==> config.mk <==
export PLATFORM = sky130hd
export DESIGN_NAME = modular_exponentiation
export DESIGN_NICKNAME = d
export VERILOG_FILES = /design/src/hw/rtl/mexp_pkg.sv /design/src/hw/rtl/modular_exponentiation.sv /design/src/hw/rtl/mexp_mulmod.sv
export SDC_FILE = /design/constraint.sdc
export NUM_CORES = 2
export LEC_CHECK = 0
export BUFFER_PORTS_ARGS = -buffer_cell sky130_fd_sc_hd__buf_4
export CAP_MARGIN = 25
export CORE_ASPECT_RATIO = 0.75
export CORE_MARGIN = 4
export CORE_UTILIZATION = 55
export CTS_BUF_LIST = sky130_fd_sc_hd__clkbuf_16
export DETAILED_ROUTE_END_ITERATION = 10
export GPL_ROUTABILITY_DRIVEN = 0
export PLACE_DENSITY = 0.79
export SETUP_SLACK_MARGIN = 0.5
export SLEW_MARGIN = 5
export SYNTH_ARGS = -nofsm -noshare
export SYNTH_HDL_FRONTEND = slang
export SYNTH_SLANG_ARGS = --single-unit
==> constraint.sdc <==
create_clock -name clk -period 13.25 [get_ports clk]
set_clock_uncertainty 0.15 [all_clocks]
set_input_delay 1.325 -clock clk [delete_from_list [all_inputs] [get_ports clk]]
set_output_delay 1.325 -clock clk [all_outputs]
set_load 0.01 [all_outputs]
==> src/hw/rtl/mexp_pkg.sv <==
// Shared types and constants for the modular exponentiation block.
// Holds the fixed prime, the Barrett reduction constant and the sequencer types.
// No dependencies.
`timescale 1ns / 1ps

package mexp_pkg;

  // Residue width; the prime lies in [2^(RES_W-1), 2^RES_W), as Barrett needs.
  localparam int RES_W  = 30;
  // Width of the raw base operand and of the exponent.
  localparam int BASE_W = 32;
  localparam int EXP_W  = 32;
  // Full product width of a BASE_W by RES_W multiply.
  localparam int PROD_W = BASE_W + RES_W;
  // Barrett quotient width and width of the partial remainder (below 3 * prime).
  localparam int Q_W    = RES_W + 1;
  localparam int R_W    = RES_W + 2;

  localparam logic [RES_W-1:0] MODULUS = RES_W'(998244353);

  // Barrett constant: floor(2^(2*RES_W) / MODULUS), which fits in Q_W bits.
  localparam logic [63:0] MU_FULL = (64'd1 << (2 * RES_W)) / 64'(MODULUS);
  localparam logic [Q_W-1:0] BARRETT_MU = MU_FULL[Q_W-1:0];

  // Multiples of the prime used by the final correction.
  localparam logic [R_W-1:0] MOD_X1 = {2'b00, MODULUS};
  localparam logic [R_W-1:0] MOD_X2 = {1'b0, MODULUS, 1'b0};

  // Fermat exponent used for the inverse.
  localparam logic [EXP_W-1:0] INV_EXP = EXP_W'(MODULUS) - EXP_W'(2);

  // Destination register of a multiplier result.
  typedef enum logic {
    DST_SQ,
    DST_ACC
  } dst_t;

  // Control that travels with each multiply down the pipeline.
  typedef struct packed {
    logic valid;
    dst_t dst;
  } mm_ctl_t;

  // Sequencer states.
  typedef enum logic [2:0] {
    ST_IDLE,
    ST_SQUARE,
    ST_MULT,
    ST_WAIT,
    ST_DONE
  } state_t;

endpackage

==> src/hw/rtl/modular_exponentiation.sv <==
// Top level: modular exponentiation by right-to-left square-and-multiply.
// A small sequencer drives one shared pipelined modular multiplier.
// Depends on mexp_pkg and mexp_mulmod.
`timescale 1ns / 1ps
//
//  channel | handshake            | payload
//  --------+----------------------+---------------------------------
//  in      | in_valid / in_ready  | kind, base_value, exponent
//  out     | out_valid / out_ready| residue
//
// One request at a time; in_ready is high only while the block is idle.
// The base is reduced on the multiplier first; then each exponent bit issues a
// square, plus a multiply by the square when the bit is set, and waits until
// both leave the four-stage shared multiplier. Work stops at the top set bit.
// Reset is synchronous; the result is held in the done state until out_ready.

module modular_exponentiation import mexp_pkg::*; (
  input  logic              clk,
  input  logic              rst,
  input  logic              in_valid,
  output logic              in_ready,
  input  logic              kind,
  input  logic [BASE_W-1:0] base_value,
  input  logic [EXP_W-1:0]  exponent,
  output logic              out_valid,
  input  logic              out_ready,
  output logic [RES_W-1:0]  residue
);

  state_t              state, state_next;
  logic [EXP_W-1:0]    e;
  logic [RES_W-1:0]    sq;
  logic [RES_W-1:0]    acc;
  logic [1:0]          pend, pend_next;
  logic                accept;
  mm_ctl_t             issue;
  logic [BASE_W-1:0]   issue_a;
  logic [RES_W-1:0]    issue_b;
  mm_ctl_t             mm_ctl;
  logic [RES_W-1:0]    mm_value;

  assign accept    = in_valid && in_ready;
  assign in_ready  = (state == ST_IDLE);
  assign out_valid = (state == ST_DONE);
  assign residue   = acc;

  // Shared modular multiplier.
  mexp_mulmod u_mulmod (
    .clk       (clk),
    .rst       (rst),
    .in_ctl    (issue),
    .in_a      (issue_a),
    .in_b      (issue_b),
    .out_ctl   (mm_ctl),
    .out_value (mm_value)
  );

  // Count of multiplies in flight.
  assign pend_next = pend + {1'b0, issue.valid} - {1'b0, mm_ctl.valid};

  // Sequencer: next state and multiplier issue.
  always_comb begin
    state_next = state;
    issue      = '{valid: 1'b0, dst: DST_SQ};
    issue_a    = '0;
    issue_b    = '0;
    case (state)
      ST_IDLE: begin
        // Reduce the base by multiplying it by one.
        issue.valid = in_valid;
        issue_a     = base_value;
        issue_b     = RES_W'(1);
        if (in_valid) begin
          state_next = ST_WAIT;
        end
      end
      ST_SQUARE: begin
        // The square is not needed for the last exponent bit.
        issue.valid = |e[EXP_W-1:1];
        issue_a     = BASE_W'(sq);
        issue_b     = sq;
        state_next  = e[0] ? ST_MULT : ST_WAIT;
      end
      ST_MULT: begin
        issue.valid = 1'b1;
        issue.dst   = DST_ACC;
        issue_a     = BASE_W'(acc);
        issue_b     = sq;
        state_next  = ST_WAIT;
      end
      ST_WAIT: begin
        if (pend_next == 2'd0) begin
          state_next = (e == '0) ? ST_DONE : ST_SQUARE;
        end
      end
      ST_DONE: begin
        if (out_ready) begin
          state_next = ST_IDLE;
        end
      end
      default: begin
        state_next = ST_IDLE;
      end
    endcase
  end

  // Control registers.
  always_ff @(posedge clk) begin
    if (rst) begin
      state <= ST_IDLE;
      pend  <= 2'd0;
    end else begin
      state <= state_next;
      pend  <= pend_next;
    end
  end

  // Exponent, square and accumulator registers.
  always_ff @(posedge clk) begin
    if (accept) begin
      e <= kind ? INV_EXP : exponent;
    end else if (state == ST_SQUARE) begin
      e <= e >> 1;
    end
    if (accept) begin
      acc <= RES_W'(1);
    end else if (mm_ctl.valid && (mm_ctl.dst == DST_ACC)) begin
      acc <= mm_value;
    end
    if (mm_ctl.valid && (mm_ctl.dst == DST_SQ)) begin
      sq <= mm_value;
    end
  end

`ifndef NO_ASSERTIONS
  // At most a square and a multiply are in flight.
  a_pend_bound: assert property (@(posedge clk) disable iff (rst)
    pend != 2'd3)
    else $error("too many multiplies in flight");

  // Multiplier results only come back while the sequencer waits for them.
  a_result_in_wait: assert property (@(posedge clk) disable iff (rst)
    mm_ctl.valid |-> (state == ST_WAIT))
    else $error("multiplier result outside the wait state");

  // The delivered result is a residue and nothing is in flight.
  a_done_clean: assert property (@(posedge clk) disable iff (rst)
    out_valid |-> ((residue < MODULUS) && (pend == 2'd0)))
    else $error("result delivered with bad value or work in flight");
`endif

endmodule

==> src/hw/rtl/mexp_mulmod.sv <==
// Pipelined modular multiplier with Barrett reduction by the fixed prime.
// Four register stages: product, quotient estimate, quotient times prime, remainder.
// Depends on mexp_pkg.
`timescale 1ns / 1ps

module mexp_mulmod import mexp_pkg::*; (
  input  logic              clk,
  input  logic              rst,
  input  mm_ctl_t           in_ctl,
  input  logic [BASE_W-1:0] in_a,
  input  logic [RES_W-1:0]  in_b,
  output mm_ctl_t           out_ctl,
  output logic [RES_W-1:0]  out_value
);

  mm_ctl_t             ctl1, ctl2, ctl3, ctl4;
  logic [PROD_W-1:0]   prod;
  logic [Q_W-1:0]      q3;
  logic [R_W-1:0]      plo2, plo3;
  logic [R_W-1:0]      qm;
  logic [R_W-1:0]      rem;
  logic [2*Q_W-1:0]    q2;
  logic [Q_W+RES_W-1:0] qm_full;
  logic [R_W-1:0]      rem_fix;

  // Control pipeline; only the valid bits need reset.
  always_ff @(posedge clk) begin
    if (rst) begin
      ctl1 <= '0;
      ctl2 <= '0;
      ctl3 <= '0;
      ctl4 <= '0;
    end else begin
      ctl1 <= in_ctl;
      ctl2 <= ctl1;
      ctl3 <= ctl2;
      ctl4 <= ctl3;
    end
  end

  // Quotient estimate and quotient times prime. The operands never give a
  // product of 2^(2*RES_W) or more, so the top product bits are zero.
  always_comb begin
    q2      = (2*Q_W)'(prod[2*RES_W-1:RES_W-1]) * (2*Q_W)'(BARRETT_MU);
    qm_full = (Q_W+RES_W)'(q3) * (Q_W+RES_W)'(MODULUS);
  end

  // Datapath stages.
  always_ff @(posedge clk) begin
    prod <= PROD_W'(in_a) * PROD_W'(in_b);
    q3   <= q2[2*Q_W-1:RES_W+1];
    plo2 <= prod[R_W-1:0];
    qm   <= qm_full[R_W-1:0];
    plo3 <= plo2;
    rem  <= plo3 - qm;
  end

  // The remainder is below three times the prime; fold it once.
  always_comb begin
    if (rem >= MOD_X2) begin
      rem_fix = rem - MOD_X2;
    end else if (rem >= MOD_X1) begin
      rem_fix = rem - MOD_X1;
    end else begin
      rem_fix = rem;
    end
  end

  assign out_ctl   = ctl4;
  assign out_value = rem_fix[RES_W-1:0];

`ifndef NO_ASSERTIONS
  // A request that enters the pipeline comes out of its last stage.
  a_latency: assert property (@(posedge clk) disable iff (rst)
    in_ctl.valid |-> ##4 out_ctl.valid)
    else $error("mulmod result missing four cycles after issue");

  // The destination tag follows its request through the stages.
  a_dst_follows: assert property (@(posedge clk) disable iff (rst)
    in_ctl.valid |-> ##4 (out_ctl.dst == $past(in_ctl.dst, 4)))
    else $error("mulmod destination tag corrupted");

  // The corrected remainder is a residue.
  a_range: assert property (@(posedge clk) disable iff (rst)
    out_ctl.valid |-> (out_value < MODULUS))
    else $error("mulmod result not reduced");
`endif

endmodule

Word level (Yosys, flattened, before mapping) --
Cells that the tools add are included.
Storage, ports and cells: register bits after elaboration 324, output and inout port bits 32, bits of input ports 69
Cells by class: multipliers 3, reductions and logical operators 10, add/sub/neg operators 5, equality and inequality tests 7, mux-type cells 15, bitwise gates (word level) 1, $lt $le $gt $ge 2
Operators with widths (number):
- $mux 32 | 3
- $pmux 32 s3 | 1
- $mul 31x31->62 const B | 1
- $mul 32x30->60 | 1
- $mux 30 | 2
- $pmux 30 s2 | 1
- $sub 30x30->30 const B | 2
- $ge 32x30->1 const B | 1
- $ge 32x31->1 const B | 1
- $logic_not 32->1 | 1
- $mul 31x30->32 const B | 1
- $sub 32x32->32 | 1
- $reduce_or 31->1 | 1
- $pmux 3 s5 | 1
- $mux 3 | 4
- $eq 3x2->1 const B | 2
- $ne 2x2->1 const B | 2
- $eq 3x1->1 const B | 1
- $eq 3x3->1 const B | 1
- $logic_and 1x1->1 | 3
- $logic_not 3->1 | 1
- $pmux 1 s3 | 1
- $reduce_and 3->1 | 1
- $add 2x1->2 | 1
- other kinds (7) | 8

Logic depth before layout (Yosys ltp) --
depth in word-level cells 7, mapped depth 36, mapped depth without buffers 32

By module --
Synthesis repeated with hierarchy kept, for this count alone.
Second synthesis, totals: cells, all modules 5903, area total of the unflattened synthesis 56270.2 µm²
By module, submodules not included:
- mexp_mulmod | area an instance 51592.0 µm², instances 1, sequential area each 4544.4 µm², cells each 5386
- modular_exponentiation | area an instance 4678.2 µm², instances 1, sequential area each 2562.5 µm², cells each 517

Least setup slack after synthesis --
OpenSTA, ideal clock, no wires.
kind input to register, start input base_value[12], end register u_mulmod.prod[56], path buffers 3, data arrival time 8.564 ns, stages 30, setup slack 4.476 ns, data required time 13.040 ns, cells stage by stage mux2i_1 -> o21ai_0 -> nand2b_1 -> clkbuf_1 -> clkbuf_1 -> nor2_1 -> fa_1 -> inv_1 -> fa_1 -> inv_1 -> fa_1 -> fa_1 -> fa_1 -> fa_1 -> fa_1 -> inv_1 -> fa_1 -> inv_1 -> ha_1 -> clkbuf_1 -> a21o_1 -> a21o_1 -> a21oi_1 -> o21ai_0 -> nor3_1 -> a21o_1 -> a21oi_1 -> a311o_1 -> nor4b_1 -> a311o_1
On the way: longest elaborated chain between the ends 2
Ends and longest elaborated chain:
- start: declaration | RTL line modular_exponentiation.sv:23 | input logic [BASE_W-1:0] base_value,
- $pmux 32 s3 | RTL line modular_exponentiation.sv:67 | case (state)
- $mul 32x30->60 | RTL line mexp_mulmod.sv:50 | prod <= PROD_W'(in_a) * PROD_W'(in_b);
- end signal: assignment | RTL line mexp_mulmod.sv:50
- end: declaration | RTL line mexp_mulmod.sv:17 | logic [PROD_W-1:0] prod;
Every way passes these cells. A chain may end at the register's enable or synchronous reset.

Final worst setup path --
start register state[0], end register u_mulmod.prod[58]
On the way: longest elaborated chain between the ends 4
Ends and longest elaborated chain:
- start: declaration | RTL line modular_exponentiation.sv:30 | state_t state, state_next;
- start signal: assignment | RTL line modular_exponentiation.sv:113 | state <= state_next;
- $eq 3x1->1 / $eq 3x2->1 (equally long branches) | RTL line modular_exponentiation.sv:67
- $reduce_or 2->1 (no line)
- $pmux 30 s2 | RTL line modular_exponentiation.sv:67
- $mul 32x30->60 * | RTL line mexp_mulmod.sv:50
Mark *: on every way between the ends. The rest lies on a longest branch, timed or not.

==> summary.txt <==
Yosys
  • Syn Area/Cell: 9.33 sq um
  • Register area share after synthesis: 0.128
  • Synthesized flop and latch total: 324
  • Netlist cell types: 84
  • Cell Area, Synth: 0.0557 sq mm
  • Number of synthesized flops with an enable pin: 62
  • Yosys warnings: 0
  • Syn Inst Count: 5969
  • Asr flop ratio synth: 0
  • Ys flop type: dfxtp_1

GRT
  • Global-route wire length before repair: 257 mm
  • Gr ovfl total: 0
  • Largest net degree at the start of global routing: 69
  • Number of global-route vias before repair: 44400
  • Antenna violations before repair: 7
  • Gr usage total: 0.312

Clock network
  • Clock root buffer: clkbuf_16
  • Setup Buffers After CTS: 0
  • Clock slew seen by the registers of the worst setup and hold paths: 80 ps
  • Clk buf depth: 3
  • CTS Buf Count: 31
  • Post-cts sizing count: 0
  • CTS tree: yes
  • Clock sinks: ~320
  • Clock latency on the worst-skew pair: 610 ps
  • H-tree depth: 1
  • Hold-fix buffers, CTS: 0

Place
  • IO buf count: 100
  • DP Area: just under 0.06 sq mm
  • Post-Place Worst Slack: 2460 ps
  • DP Wirelength: 133 mm

Cells and area
  • Register Area: about 0.0071 sq mm
  • Fin nets: 7897
  • Share of layout cells above drive strength 1: 0.0500
  • Final core occ: 0.596
  • FILL cells: 7997
  • Multi-input logic area: between 0.04 and 0.05 sq mm
  • Final Instance Area: just under 0.06 sq mm
  • P&R area growth vs syn: 6.91%

Route
  • Initial drt markers: 5264
  • Post-Route WL: around 160 mm
  • Vias per inst: 5.85
  • Vias: 43100
  • DRC violations left: 0
  • WL per Instance: 22.4 um
  • Pre-antenna DRT Iters: 9
  • Post-route ant nets: 0

Status
  • Outcome: finished clean

STA
  • Fin. max-slew vios: 0
  • Setup TNS: 0 ps
  • Ratio of final minimum period to clock period: 0.829
  • Unrepaired setup endpoints after global routing: no
  • Tightest Pin Transition: 1180 ps
  • Fin crit period: ~11000 ps
  • Slew HR: 0.212
  • Hold Violations, Final: 0
  • Maximum clock frequency: 91.1 MHz
  • Setup violators final: 0
  • Final WS setup: 2270 ps

Critical path
  • FF-to-FF End: u_mulmod.prod[58]$_DFF_P_
  • Startpoint types: flip-flop
  • Crit-path slowest cell: dfxtp_1
  • Setup crit start: state[0]$_SDFFE_PP0P_
  • Critical path type: reg2reg
  • CP top delay family: adder cells
  • FF-to-FF setup slack: 2270 ps
  • CP endpoint: u_mulmod.prod[58]$_DFF_P_
  • Most used cell, CP: fa_1
  • Crit Path Max Fanout: 52
  • Worst reg2reg path depth: 31
  • CP Depth: 31
  • Worst EP required: 13600 ps
  • Critical Path End Type: flip-flop
  • CP max stage delay: 740 ps
  • Reg-to-reg critical path startpoint: state[0]$_SDFFE_PP0P_
  • CP Buf/Inv Count: 8
  • Worst EP arrival: 11330 ps

Hold path
  • Hold WC Path Type: reg2reg
  • Hold Crit Depth: 0

Run
  • Max-cap viol count: 0

Floorplan
  • Rows: 100
  • Die footprint: 0.106 sq mm
  • Die H: 284 um
  • Initial core utilization: 0.557
  • # IOs: just over 100
  • Core box area: approximately 0.10 sq mm
  • Die Width: 375 um
==> metal layers <==
layer  vias up  wire (um)  global-route usage
met1     21100      61400               0.416
li1      18200          -                   -
met5         -        348              0.0117
met3       651      28400               0.154
met2      3147      65700               0.435
met4        16       9090               0.125
==> layout by cell type (no fill, tap or decap), types with 12 or more instances in the layout <==
cell       synthesis  final
inv_1           1327   1329
fa_1            1103   1103
ha_1             704    704
nor2_1           636    636
nand2_1          574    574
dfxtp_1          262    260
buf_4              1    183
o21ai_0          152    152
a21oi_1          152    151
xnor2_1          107    107
a21o_1            88     88
edfxtp_1          62     62
conb_1             2     55
xor2_1            52     52
nand2b_1          49     49
nor2b_1           58     44
nand3_1           43     43
nor3_1            37     35
mux2i_1           33     33
and2_1            32     32
clkbuf_16          0     32
o21bai_1          27     27
nand4_1           22     22
a211oi_1          20     20
a31oi_1           16     16
and3_1            16     16
nor2b_2            0     14
o21a_1            13     13
nor4_1            12     12
buf_16             0     12
==> final cells by class <==
class,instances,share of cell area
Sequential cell,324,0.119
Tap cell,1326,0.0279
Timing Repair Buffer,200,0.0299
Multi-Input combinational cell,4137,0.721
Inverter,1327,0.0837
Antenna cell,6,0.000252
Clock buffer,32,0.0135
Clock inverter,26,0.00425
==> registers in the layout, summed over array words and instances (netlist names) <==
signal,count
residue,30
u_mulmod.plo3,32
u_mulmod.out_ctl,2
u_mulmod.ctl1,2
e,32
u_mulmod.plo2,32
u_mulmod.qm,32
u_mulmod.q3,31
state,3
pend,2
u_mulmod.ctl3,2
u_mulmod.rem,32
u_mulmod.prod,60
sq,30
u_mulmod.ctl2,2
==> through the flow <==
stage	hold slack [ps]	std cells
floorplan	160	6022
global placement	160	7297
detailed placement	162	7304
CTS	137	7362
global route	140	7372
finish	141	7378
==> cells by family (layout without fill, tap and decap cells) <==
logic type	after synthesis	after routing	synth area share
adder cells (fa/ha/maj)	1807	1807	0.555
buffers and inverters	1561	1585	0.106
AND/OR/NAND/NOR	1518	1518	0.116
AO/OA/AOI/OAI	564	564	0.0640
flip-flops	324	324	0.128
XOR/XNOR	160	160	0.0253
multiplexers	33	33	0.00593
other	2	61	0.000135
==> worst min-delay path by stage <==
stage	startpoint	to	slack (ps)
CTS	u_mulmod.q3[12]$_DFF_P_	u_mulmod.qm[12]$_DFF_P_	140
finish	u_mulmod.q3[12]$_DFF_P_	u_mulmod.qm[12]$_DFF_P_	140
floorplan	u_mulmod.prod[0]$_DFF_P_	u_mulmod.plo2[0]$_DFF_P_	160
global route	u_mulmod.q3[12]$_DFF_P_	u_mulmod.qm[12]$_DFF_P_	140
detailed placement	u_mulmod.plo2[21]$_DFF_P_	u_mulmod.plo3[21]$_DFF_P_	160
global placement	u_mulmod.q3[11]$_DFF_P_	u_mulmod.qm[11]$_DFF_P_	160
==> Yosys cell counts (all sizes together) (4+ instances only) <==
master  count  area [sq um]
mux2i      33           330
o21ba       7          70.1
nor3       38           195
buf        25           131
o31ai       6          45.0
nor3b       4          30.0
a21o       88           661
and3       17           108
and2       33           206
or3         5          32.5
inv      1327          4980
a31oi      16           100
o22ai       4          25.0
a311o       5          50.1
fa       1103         22100
nand3      44           225
ha        704          8810
a32oi       5          43.8
and4        4          35.0
clkbuf    209           785
edfxtp     62          1860
dfxtp     262          5250
o21a       13          97.6
nor2      636          2390
xor2       53           472
o211a      10           100
o211ai     11          82.6
xnor2     107           937
a21oi     153           769
o21ai     153           766
nand4      22           138
nand3b      7          52.6
nand2b     50           315
a31o        5          43.8
o21bai     27           203
nand2     574          2150
nor2b      59           377
nor4       13          96.3
a211oi     20           150
o31a        4          35.0
a21boi      8          63.8
Power is left out: the tool's default activity adds up to more than one toggle a clock period on the data nets, which glitch-free logic cannot reach.
